<file path="config.mk">
export PLATFORM = sky130hd
export DESIGN_NAME = utf16_to_utf8_encoder
export DESIGN_NICKNAME = d
export VERILOG_FILES = /design/src/rtl/u16u8_pkg.sv /design/src/rtl/utf16_to_utf8_encoder.sv /design/src/rtl/u16u8_conv.sv
export SDC_FILE = /design/constraint.sdc
export NUM_CORES = 1
export LEC_CHECK = 0
export BUFFER_PORTS_ARGS = -buffer_cell sky130_fd_sc_hd__buf_2
export CORE_AREA = 3 3 108 110
export DETAILED_ROUTE_END_ITERATION = 7
export DIE_AREA = 0 0 111 113
export PLACE_DENSITY = 0.83
export SLEW_MARGIN = 40
export SYNTH_ARGS = -nofsm -noshare
export SYNTH_HDL_FRONTEND = slang
export SYNTH_SLANG_ARGS = --single-unit
export TNS_END_PERCENT = 1
</file>
<file path="constraint.sdc">
create_clock -name clk -period 6.23 [get_ports clk]
set_input_delay 1.246 -clock clk [delete_from_list [all_inputs] [get_ports clk]]
set_output_delay 1.246 -clock clk [all_outputs]
set_load 0.1 [all_outputs]
</file>
<file path="src/rtl/u16u8_pkg.sv">
package u16u8_pkg;

    localparam int COUNT_WIDTH = 16;
    localparam int LIMIT_WIDTH = 16;
    localparam int WRITTEN_WIDTH = 16;
    localparam int CMP_WIDTH = (COUNT_WIDTH + 1 > LIMIT_WIDTH) ? COUNT_WIDTH + 1 : LIMIT_WIDTH;

    localparam logic [1:0] ST_OK       = 2'd0;
    localparam logic [1:0] ST_NO_BOM   = 2'd1;
    localparam logic [1:0] ST_OVERFLOW = 2'd2;

    localparam logic [7:0] BOM_HI = 8'hFE;
    localparam logic [7:0] BOM_LO = 8'hFF;

    typedef enum logic [3:0] {
        PH_MARK1   = 4'b0001,
        PH_MARK2   = 4'b0010,
        PH_CONV    = 4'b0100,
        PH_DISCARD = 4'b1000
    } phase_t;

    // All results caused by one input: up to three UTF-8 bytes, then an optional status.
    typedef struct packed {
        logic [2:0][7:0]           data;
        logic [1:0]                num_data;
        logic                      has_status;
        logic [1:0]                code;
        logic [WRITTEN_WIDTH-1:0]  written;
    } bundle_t;

    typedef struct packed {
        logic [2:0][7:0] data;
        logic [1:0]      num_data;
    } enc_t;

    function automatic enc_t encode_unit(input logic [15:0] u);
        enc_t e;
        e.data = '0;
        if (u < 16'h0080) begin
            e.data[0]  = u[7:0];
            e.num_data = 2'd1;
        end
        else if (u < 16'h0800) begin
            e.data[0]  = {3'b110, u[10:6]};
            e.data[1]  = {2'b10, u[5:0]};
            e.num_data = 2'd2;
        end
        else begin
            e.data[0]  = {4'b1110, u[15:12]};
            e.data[1]  = {2'b10, u[11:6]};
            e.data[2]  = {2'b10, u[5:0]};
            e.num_data = 2'd3;
        end
        return e;
    endfunction

endpackage

</file>
<file path="src/rtl/utf16_to_utf8_encoder.sv">
// UTF-16 to UTF-8 encoder.
// The slave channel takes one message byte per transaction: s_tdata[7:0] is the
// byte and s_tlast marks the last byte of a message. A message opens with a
// byte-order mark (FE FF big-endian, FF FE little-endian); each later byte pair
// is one code unit, sent on the master channel as 1 to 3 UTF-8 bytes. On the
// last byte a status transaction (m_tuser high) follows with the code and the
// count of bytes written. m_tlast marks the last result caused by one input.
// The first result of an input byte passes through the per-input result
// buffer and then the result register on its way to the master channel. An
// input byte with results holds the slave channel while the one-result-wide
// result register drains that buffer; a byte with no result does not hold it.
// The slave side is ready whenever that buffer is empty, so the next byte is
// taken while the last result of the previous one still waits on the master
// side. When the receiver stalls, the result register holds and the buffer
// fills; the slave side then waits. Reset clears the message state, empties
// both registers and sets output_limit to 65535. Write cfg_wdata with cfg_we
// only while no message results are pending.
module utf16_to_utf8_encoder (
    input  logic        clk,
    input  logic        rst_n,
    input  logic        s_tvalid,
    output logic        s_tready,
    input  logic [7:0]  s_tdata,   // [7:0] in_byte
    input  logic        s_tlast,   // end_of_message
    output logic        m_tvalid,
    input  logic        m_tready,
    output logic [31:0] m_tdata,   // [7:0] out_byte, [9:8] status_code, [25:10] bytes_written
    output logic        m_tuser,   // is_status
    output logic        m_tlast,   // run_last
    input  logic        cfg_we,
    input  logic [15:0] cfg_wdata  // output_limit
);
    import u16u8_pkg::*;

    logic [LIMIT_WIDTH-1:0]   limit_reg;
    bundle_t                  conv_bundle;
    logic                     conv_any;
    logic                     accept;

    bundle_t                  bundle_reg;
    logic                     bundle_valid_reg;
    logic [1:0]               ptr_reg;

    logic                     out_valid_reg;
    logic [7:0]               out_byte_reg;
    logic                     out_status_reg;
    logic [1:0]               out_code_reg;
    logic [WRITTEN_WIDTH-1:0] out_written_reg;
    logic                     out_last_reg;

    logic                     out_load;
    logic                     item_is_data;
    logic                     item_last;
    logic [1:0]               last_data_idx;

    assign s_tready = !bundle_valid_reg;
    assign accept   = s_tvalid && s_tready;

    u16u8_conv u_conv (
        .clk            (clk),
        .rst_n          (rst_n),
        .accept         (accept),
        .in_byte        (s_tdata),
        .end_of_message (s_tlast),
        .output_limit   (limit_reg),
        .bundle         (conv_bundle),
        .bundle_any     (conv_any)
    );

    always_ff @(posedge clk or negedge rst_n)
    begin
        if (!rst_n)
            limit_reg <= '1;
        else if (cfg_we)
            limit_reg <= cfg_wdata;
    end

    assign out_load      = bundle_valid_reg && (!out_valid_reg || m_tready);
    assign item_is_data  = ptr_reg < bundle_reg.num_data;
    assign last_data_idx = bundle_reg.num_data - 2'd1;
    assign item_last     = item_is_data ? (ptr_reg == last_data_idx && !bundle_reg.has_status)
                                        : 1'b1;

    always_ff @(posedge clk or negedge rst_n)
    begin
        if (!rst_n)
        begin
            bundle_valid_reg <= 1'b0;
            ptr_reg          <= '0;
        end
        else if (accept)
        begin
            bundle_valid_reg <= conv_any;
            ptr_reg          <= '0;
        end
        else if (out_load)
        begin
            if (item_last)
            begin
                bundle_valid_reg <= 1'b0;
                ptr_reg          <= '0;
            end
            else
            begin
                ptr_reg <= ptr_reg + 2'd1;
            end
        end
    end

    always_ff @(posedge clk)
    begin
        if (accept)
            bundle_reg <= conv_bundle;
    end

    always_ff @(posedge clk or negedge rst_n)
    begin
        if (!rst_n)
            out_valid_reg <= 1'b0;
        else if (out_load)
            out_valid_reg <= 1'b1;
        else if (m_tready)
            out_valid_reg <= 1'b0;
    end

    always_ff @(posedge clk)
    begin
        if (out_load)
        begin
            out_last_reg <= item_last;
            if (item_is_data)
            begin
                out_byte_reg    <= bundle_reg.data[ptr_reg];
                out_status_reg  <= 1'b0;
                out_code_reg    <= ST_OK;
                out_written_reg <= '0;
            end
            else
            begin
                out_byte_reg    <= '0;
                out_status_reg  <= 1'b1;
                out_code_reg    <= bundle_reg.code;
                out_written_reg <= bundle_reg.written;
            end
        end
    end

    assign m_tvalid = out_valid_reg;
    assign m_tdata  = {6'd0, out_written_reg, out_code_reg, out_byte_reg};
    assign m_tuser  = out_status_reg;
    assign m_tlast  = out_last_reg;

endmodule

</file>
<file path="src/rtl/u16u8_conv.sv">
module u16u8_conv (
    input  logic                              clk,
    input  logic                              rst_n,
    input  logic                              accept,
    input  logic [7:0]                        in_byte,
    input  logic                              end_of_message,
    input  logic [u16u8_pkg::LIMIT_WIDTH-1:0] output_limit,
    output u16u8_pkg::bundle_t                bundle,
    output logic                              bundle_any
);
    import u16u8_pkg::*;

    phase_t                 phase_reg, phase_next;
    logic [7:0]             first_mark_reg, first_mark_next;
    logic                   big_endian_reg, big_endian_next;
    logic [7:0]             held_byte_reg, held_byte_next;
    logic                   have_held_reg, have_held_next;
    logic [COUNT_WIDTH-1:0] count_reg, count_next;
    logic                   overflowed_reg, overflowed_next;

    logic [15:0]            unit;
    enc_t                   enc;
    logic [CMP_WIDTH-1:0]   count_plus2;

    assign unit = big_endian_reg ? {held_byte_reg, in_byte} : {in_byte, held_byte_reg};
    assign enc = encode_unit(unit);
    assign count_plus2 = CMP_WIDTH'(count_reg) + CMP_WIDTH'(2);

    always_comb
    begin
        phase_next      = phase_reg;
        first_mark_next = first_mark_reg;
        big_endian_next = big_endian_reg;
        held_byte_next  = held_byte_reg;
        have_held_next  = have_held_reg;
        count_next      = count_reg;
        overflowed_next = overflowed_reg;
        bundle          = '0;

        unique case (phase_reg)
            PH_MARK1:
            begin
                first_mark_next = in_byte;
                phase_next      = PH_MARK2;
            end
            PH_MARK2:
            begin
                if (first_mark_reg == BOM_HI && in_byte == BOM_LO)
                begin
                    big_endian_next = 1'b1;
                    phase_next      = PH_CONV;
                end
                else if (first_mark_reg == BOM_LO && in_byte == BOM_HI)
                begin
                    big_endian_next = 1'b0;
                    phase_next      = PH_CONV;
                end
                else
                begin
                    phase_next = PH_DISCARD;
                end
            end
            PH_CONV:
            begin
                if (!have_held_reg)
                begin
                    held_byte_next = in_byte;
                    have_held_next = 1'b1;
                end
                else
                begin
                    have_held_next = 1'b0;
                    if (!overflowed_reg)
                    begin
                        if (count_plus2 >= CMP_WIDTH'(output_limit))
                        begin
                            overflowed_next = 1'b1;
                        end
                        else
                        begin
                            bundle.data     = enc.data;
                            bundle.num_data = enc.num_data;
                            count_next      = count_reg + COUNT_WIDTH'(enc.num_data);
                        end
                    end
                end
            end
            PH_DISCARD:
            begin
            end
            default:
            begin
            end
        endcase

        if (end_of_message)
        begin
            bundle.has_status = 1'b1;
            if (phase_next != PH_CONV)
                bundle.code = ST_NO_BOM;
            else if (overflowed_next)
                bundle.code = ST_OVERFLOW;
            else
                bundle.code = ST_OK;
            bundle.written  = WRITTEN_WIDTH'(count_next);
            // The message is finished: start over for the next one.
            phase_next      = PH_MARK1;
            first_mark_next = '0;
            big_endian_next = 1'b0;
            held_byte_next  = '0;
            have_held_next  = 1'b0;
            count_next      = '0;
            overflowed_next = 1'b0;
        end
    end

    assign bundle_any = (bundle.num_data != 2'd0) || bundle.has_status;

    always_ff @(posedge clk or negedge rst_n)
    begin
        if (!rst_n)
        begin
            phase_reg      <= PH_MARK1;
            first_mark_reg <= '0;
            big_endian_reg <= 1'b0;
            held_byte_reg  <= '0;
            have_held_reg  <= 1'b0;
            count_reg      <= '0;
            overflowed_reg <= 1'b0;
        end
        else if (accept)
        begin
            phase_reg      <= phase_next;
            first_mark_reg <= first_mark_next;
            big_endian_reg <= big_endian_next;
            held_byte_reg  <= held_byte_next;
            have_held_reg  <= have_held_next;
            count_reg      <= count_next;
            overflowed_reg <= overflowed_next;
        end
    end

endmodule
</file>
# After elaboration in Yosys (flattened, before gate mapping)

Cells that the tools add are included.
Widths: inputs -> output; s select.

Eq/ne operators: 10
Bitwise operators: 3
Order comparisons: 5
Add/subtract/negate cells: 4
Multiplexer cells: 49
Reductions and logical operators: 27

Operators by type and width:

| operator              | count |
|---|---|
| $mux 16               | 7 |
| $mux 8                | 7 |
| $eq 8x8->1 const B    | 4 |
| $mux 1                | 19 |
| $mux 19               | 1 |
| $mux 2                | 9 |
| $add 16x2->17 const B | 1 |
| $ge 17x16->1          | 1 |
| $add 16x2->16         | 1 |
| $bmux 8 s2            | 1 |
| $lt 16x12->1 const B  | 1 |
| $lt 16x8->1 const B   | 1 |
| $reduce_bool 2->1     | 7 |
| $mux 4                | 3 |
| $mux 10               | 1 |
| $pmux 4 s2            | 1 |
| $reduce_and 2->1      | 3 |
| $reduce_and 3->1      | 2 |
| $reduce_or 6->1       | 1 |
| $logic_and 1x1->1     | 5 |
| $reduce_or 5->1       | 1 |
| $eq 4x1->1 const B    | 1 |
| $eq 4x2->1 const B    | 1 |
| $eq 4x3->1 const B    | 1 |
| 13 further kinds      | 18 |

Flip-flop bits (word level): 132
Output and inout bits: 36
Logic and storage cells: 123
Input bits: 30

# Longest topological paths before layout

Depth after elaboration: 12
Gate-level depth with buffers: 16
Mapped depth without buffers: 14

# Hierarchy

From an unflattened synthesis, not the netlist that was laid out.

Cells, all modules: 658
Area total of the unflattened synthesis: 7080.5 um^2

Modules (own cells, without submodules):

| module                | seq. area each (um^2) | times used | area an instance (um^2) | cells each |
|---|---|---|---|---|
| u16u8_conv            | 977.2                 | 1          | 3648.5                  | 460 |
| utf16_to_utf8_encoder | 2712.6                | 1          | 3432.0                  | 198 |

# Worst setup path before layout

No wires, ideal clock.

Kind: input -> register
From: input port s_tdata[0]
To: register bundle_reg[12] (netlist bit), data pin
Required time: 6.083 ns
Setup slack: 1.866 ns
Stages: 13
Arrival: 4.217 ns
Buffers on the path: 2
Setup time: 0.147 ns
Cells stage by stage: mux2_2 nor4_1 clkbuf_1 inv_1 nand2_1 ha_1 inv_1 fa_1 or3_4 or2_4 buf_6 or4_1 a21oi_1

Word-level cells in the longest chain between the ends: 9
Elaborated cells on any way between the ends: 10
Those cells by class: add/sub: 1; order compare: 2; mux: 7

Ends and longest elaborated chain:

| element              | RTL line                     | source |
|---|---|---|
| from (decl)          | utf16_to_utf8_encoder.sv:23  | `input logic [7:0] s_tdata,` |
| $mux 16 (*)          | u16u8_conv.sv:25             | `assign unit = big_endian_reg ? {held_byte_reg, in_byte} : {in_byte, held_byte_reg};` |
| $lt 16x12->1         | u16u8_pkg.sv:43              | `else if (u < 16'h0800) begin` |
| $mux 16              | u16u8_pkg.sv:43              |  |
| $mux 10 (*)          | u16u8_pkg.sv:39              | `if (u < 16'h0080) begin` |
| $add 16x2->16 (*)    | u16u8_conv.sv:83             | `count_next = count_reg + COUNT_WIDTH'(enc.num_data);` |
| $mux 16 (*)          | u16u8_conv.sv:75             | `if (count_plus2 >= CMP_WIDTH'(output_limit))` |
| $mux 16 (*)          | u16u8_conv.sv:73             | `if (!overflowed_reg)` |
| $mux 16 (*)          | u16u8_conv.sv:65             | `if (!have_held_reg)` |
| $mux 16 (*)          | u16u8_conv.sv:40             | `unique case (phase_reg)` |
| to (signal assigned) | utf16_to_utf8_encoder.sv:113 | `bundle_reg <= conv_bundle;` |
| to (decl)            | utf16_to_utf8_encoder.sv:40  | `bundle_t bundle_reg;` |

Mark *: on every way between the ends. The rest lies on a longest branch, timed or not.
A chain may end at the register's enable or synchronous reset.

# Worst setup path in the final report

From: register u_conv.big_endian_reg
To: register bundle_reg[5] (netlist bit), data pin

Word-level cells in the longest chain between the ends: 9
Elaborated cells on any way between the ends: 10
Those cells by class: add/sub: 1; order compare: 2; mux: 7

Ends and longest elaborated chain:

| element                | RTL line          | source |
|---|---|---|
| from (decl)            | u16u8_conv.sv:15  | `logic big_endian_reg, big_endian_next;` |
| from (signal assigned) | u16u8_conv.sv:135 | `big_endian_reg <= big_endian_next;` |
| $mux 16 (*)            | u16u8_conv.sv:25  |  |
| $lt 16x12->1           | u16u8_pkg.sv:43   |  |
| $mux 16                | u16u8_pkg.sv:43   |  |
| $mux 10 (*)            | u16u8_pkg.sv:39   |  |
| $add 16x2->16 (*)      | u16u8_conv.sv:83  |  |
| $mux 16 (*)            | u16u8_conv.sv:75  |  |
| $mux 16 (*)            | u16u8_conv.sv:73  |  |
| $mux 16 (*)            | u16u8_conv.sv:65  |  |
| $mux 16 (*)            | u16u8_conv.sv:40  |  |

Marks and branches as above.

==> flow_metrics.py <==
metrics = {
    "layout": {
        "diodes": 0,
        "utilization_pct": 71.1,
        "post_route_cells_drive_above_1_share_pct": 17.9,
        "nets": 761,
        "syn2layout_area_growth_pct": 12.5,
        "n_fill_cell": 767,
        "largest_register_ffs": 43,
        "instances_no_fill": 861,
    },
    "critical_path": {
        "critPathMaxFanout": 20,
        "crit_path_max_incr_delay_ns": 0.87,
        "endpoint_kind": "flop",
        "rr_startpoint": "u_conv.big_endian_reg",
        "worstSetupStartpointType": "flop",
        "slowest_stage": "dfrtp_1",
        "r2r_slack_ns": 1.73,
        "r2r_cells": 12,
        "critPathArrivalTime_ns": 4.76,
        "worstPathRequired_ns": 6.49,
        "cp_cell_sequence": "mux2_2 -> nor4_1 -> buf_4 -> and3_1 -> inv_1 -> ha_1 -> a21oi_1 -> nand4b_2 -> a2111oi_0 -> nand3_1 -> xnor2_1 -> and2_1",
        "r2r_end": "bundle_reg[5]",
        "critical_path_class": "flop to flop",
    },
    "timing": {
        "slew_violations": 0,
        "whs_ns": 0.491,
        "final.min_clock_period_ns": 4.50,
        "worst_slew_pin_slew_ns": 0.829,
        "setup_violations": 0,
        "skew_ns": 0.00693,
        "hold_violations": 0,
        "setup_tns_ns": 0,
        "period_share_pct": 72.2,
        "slew_headroom_pct": 44.6,
        "rsz0062_at_grt": "no",
        "timing.fmax_ghz": 0.222,
    },
    "placement": {
        "dpl.cell_count": 830,
        "gp_congestion": 0.895,
        "io_buffers": 59,
        "detailed_place_hpwl_mm": 9.55,
    },
    "routing": {
        "wl_per_cell_um": 16.3,
        "drc": 0,
        "drtIter0Drc": 677,
        "wl_mm": 14.1,
        "via_count": 5110,
        "ant_nets": 0,
        "dr.pass1.iters": 5,
        "vias_per_cell": 5.93,
    },
    "die": {
        "die_w_um": 111,
        "dieArea_um2": 12500,
        "initial_core_util_pct": 63.2,
        "ios": 66,
        "num_rows": 38,
        "die_h_um": 113,
        "core_area_um2": 10800,
    },
    "clocking": {
        "htreeDepth": 4,
        "cts_root_buf": "clkbuf_8",
        "cts_buffer_depth": 2,
        "numClockSinks": 130,
        "cts_setup_buffers": 0,
        "postCtsResizedCells": 0,
        "cts_buffers": 17,
        "clk_pin_slew_ns": 0.06,
        "cts_tree": "done",
        "worstSkewPairLatency_ns": 0.51,
        "hold_buffers": 0,
    },
    "logic_synthesis": {
        "netlist_instances": 668,
        "synth-seq-cells": 130,
        "muxShareOfSynthArea_pct": 4.53,
        "synth_cell_types": 62,
        "yosysSeqAreaShare_pct": 53.2,
        "synth_top_family_by_area": "simple AND/OR/NAND/NOR gates",
        "synth-main-ff-cell": "edfxtp_1",
        "synthArstFlopShare_pct": 45.4,
        "synth-edff-count": 71,
        "synth-compound-area-share_pct": 12.3,
        "synthAdderAreaFrac_pct": 4.15,
        "synth_simple_gate_area_share_pct": 18.2,
        "yosys_warnings": 0,
        "syn_area_per_cell_um2": 10.2,
        "syn-cell-area_um2": 6820,
        "synth_xor_area_share_pct": 2.44,
    },
    "power": {
        "p_sw_uw": 1510,
        "switching_share_pct": 43.4,
        "power_density_nw_per_um2": 454,
        "power.leakage_uw": 0.00308,
        "intPower_uw": 1970,
        "pwr-share-clk_pct": 24.9,
        "seqPwrFrac_pct": 38.7,
        "ir_worst_vdd_mv": 0.413,
        "pwr-share-comb_pct": 36.3,
    },
    "hold_path": {
        "min-delay-path-class": "flop to flop",
        "min_to": "u_conv.first_mark_reg[7]",
        "hp-start": "u_conv.first_mark_reg[7]",
        "hold-path-cell-count": 2,
    },
    "grt": {
        "grt_pass1_wl_mm": 24.4,
        "antenna_found_initial": 0,
        "grt_max_degree": 60,
        "grtUsageTotal_pct": 23.7,
        "grt_pass1_vias": 4922,
        "overflow": 0,
    },
    "flow_run": {
        "maxCapViolations": 0,
    },
    "status": {
        "status": "finished, final reports clean",
    },
}
## cell usage in the layout (no fill, tap or decap), types with 4 or more instances in the layout
master,n
xnor2_1,9
nand3_1,17
dfrtp_1,42
inv_1,33
buf_2,59
mux2_2,7
dfstp_2,17
nand4_1,8
or3_1,11
xor2_1,10
nor4_1,6
edfxtp_1,71
ha_1,21
buf_4,5
conb_1,6
nor2_1,58
a221oi_1,4
a21o_1,5
a21oi_1,36
mux2i_1,23
clkinv_2,5
nand2b_1,4
nand2_1,75
o31ai_1,7
o211ai_1,5
or4_1,15
nor3_1,8
o21ai_0,54
clkbuf_16,16
and2_1,21
## metrics by stage
stage,area (um2),total power (uW),setup WS (ns)
global placement,7140,2580,1.69
floorplan,6840,2400,1.87
CTS,7660,3490,1.80
detailed placement,7140,2620,1.49
finish,7670,3480,1.73
global route,7670,3660,1.43
## power groups by stage
stage               Sequential (uW)  Combinational, uW  Clock (uW)
finish                         1350               1260         868
global route                   1380               1360         922
CTS                            1350               1270         875
detailed placement             1360               1260           0
global placement               1340               1240           0
floorplan                      1900                501           0
## worst max-delay path: cells and delay by family, from the launching register on
family                     cells  cell delay [ns]
buffers and inverters          2             0.35
muxes                          1             0.44
DFF                            1             0.87
xor gates and xnor gates       1             0.18
adders and majority gates      1             0.30
and+or+nand+nor                5             1.37
AOI/OAI and AO/OA              2             0.75
## metal layers
metal  vias up  GRT usage, %  routed length, um
met1      2400          34.7               6510
met2       223          36.3               6440
met5         -             0                  0
met4         0          6.90                182
met3        26          4.97                934
li1       2461             -                  -
## cells by family (layout without fill, tap and decap cells)
family                   Yosys count  in the layout
other                              1              6
flip-flops                       130            130
buffers and inverters             83            131
multiplexers                      30             30
AO/OA/AOI/OAI                    139            139
XOR/XNOR                          19             19
AND/OR/NAND/NOR                  244            244
adder cells (fa/ha/maj)           22             22
## cell type report
type	instances	area, um2	area share, %
inverter	35	131	1.71
timing repair buffer	65	344	4.49
multi-input combinational	460	2870	37.4
sequential	130	3630	47.3
clock buffer	20	425	5.55
clock inverter	11	91.3	1.19
tap	140	175	2.28
## worst max-delay path by stage
stage / startpoint / endpoint / slack, ns / depth (start not counted)
6_report: u_conv.big_endian_reg / bundle_reg[5] / 1.73 / 12
4_1_cts: u_conv.big_endian_reg / bundle_reg[5] / 1.80 / 12
3_5_place_dp: s_tdata[0] / bundle_reg[9] / 1.49 / 13
3_3_place_gp: s_tdata[0] / bundle_reg[5] / 1.69 / 13
2_1_floorplan: s_tdata[0] / bundle_reg[12] / 1.87 / 13
5_1_grt: u_conv.big_endian_reg / bundle_reg[5] / 1.43 / 12
## cells in the mapped netlist (7+ instances only)
cell type  number  area share (%)
nor3_1          8            0.59
nor2_1         58             3.2
clkbuf_1       34             1.9
ha_1           21             3.9
or4_1          15             1.7
mux2i_1        23             3.4
o31ai_1         7            0.77
nand2_1        75             4.1
edfxtp_1       71              31
o21ai_0        54             4.0
mux2_2          7             1.2
inv_1          34             1.9
xor2_1         10             1.3
xnor2_1         9             1.2
dfstp_2        17             6.6
and2_1         21             1.9
nand3_1        18             1.3
nand4_1         8            0.73
a21oi_1        36             2.6
dfrtp_1        42              15
or3_1          11             1.0
(Power assumes the default switching activity.)
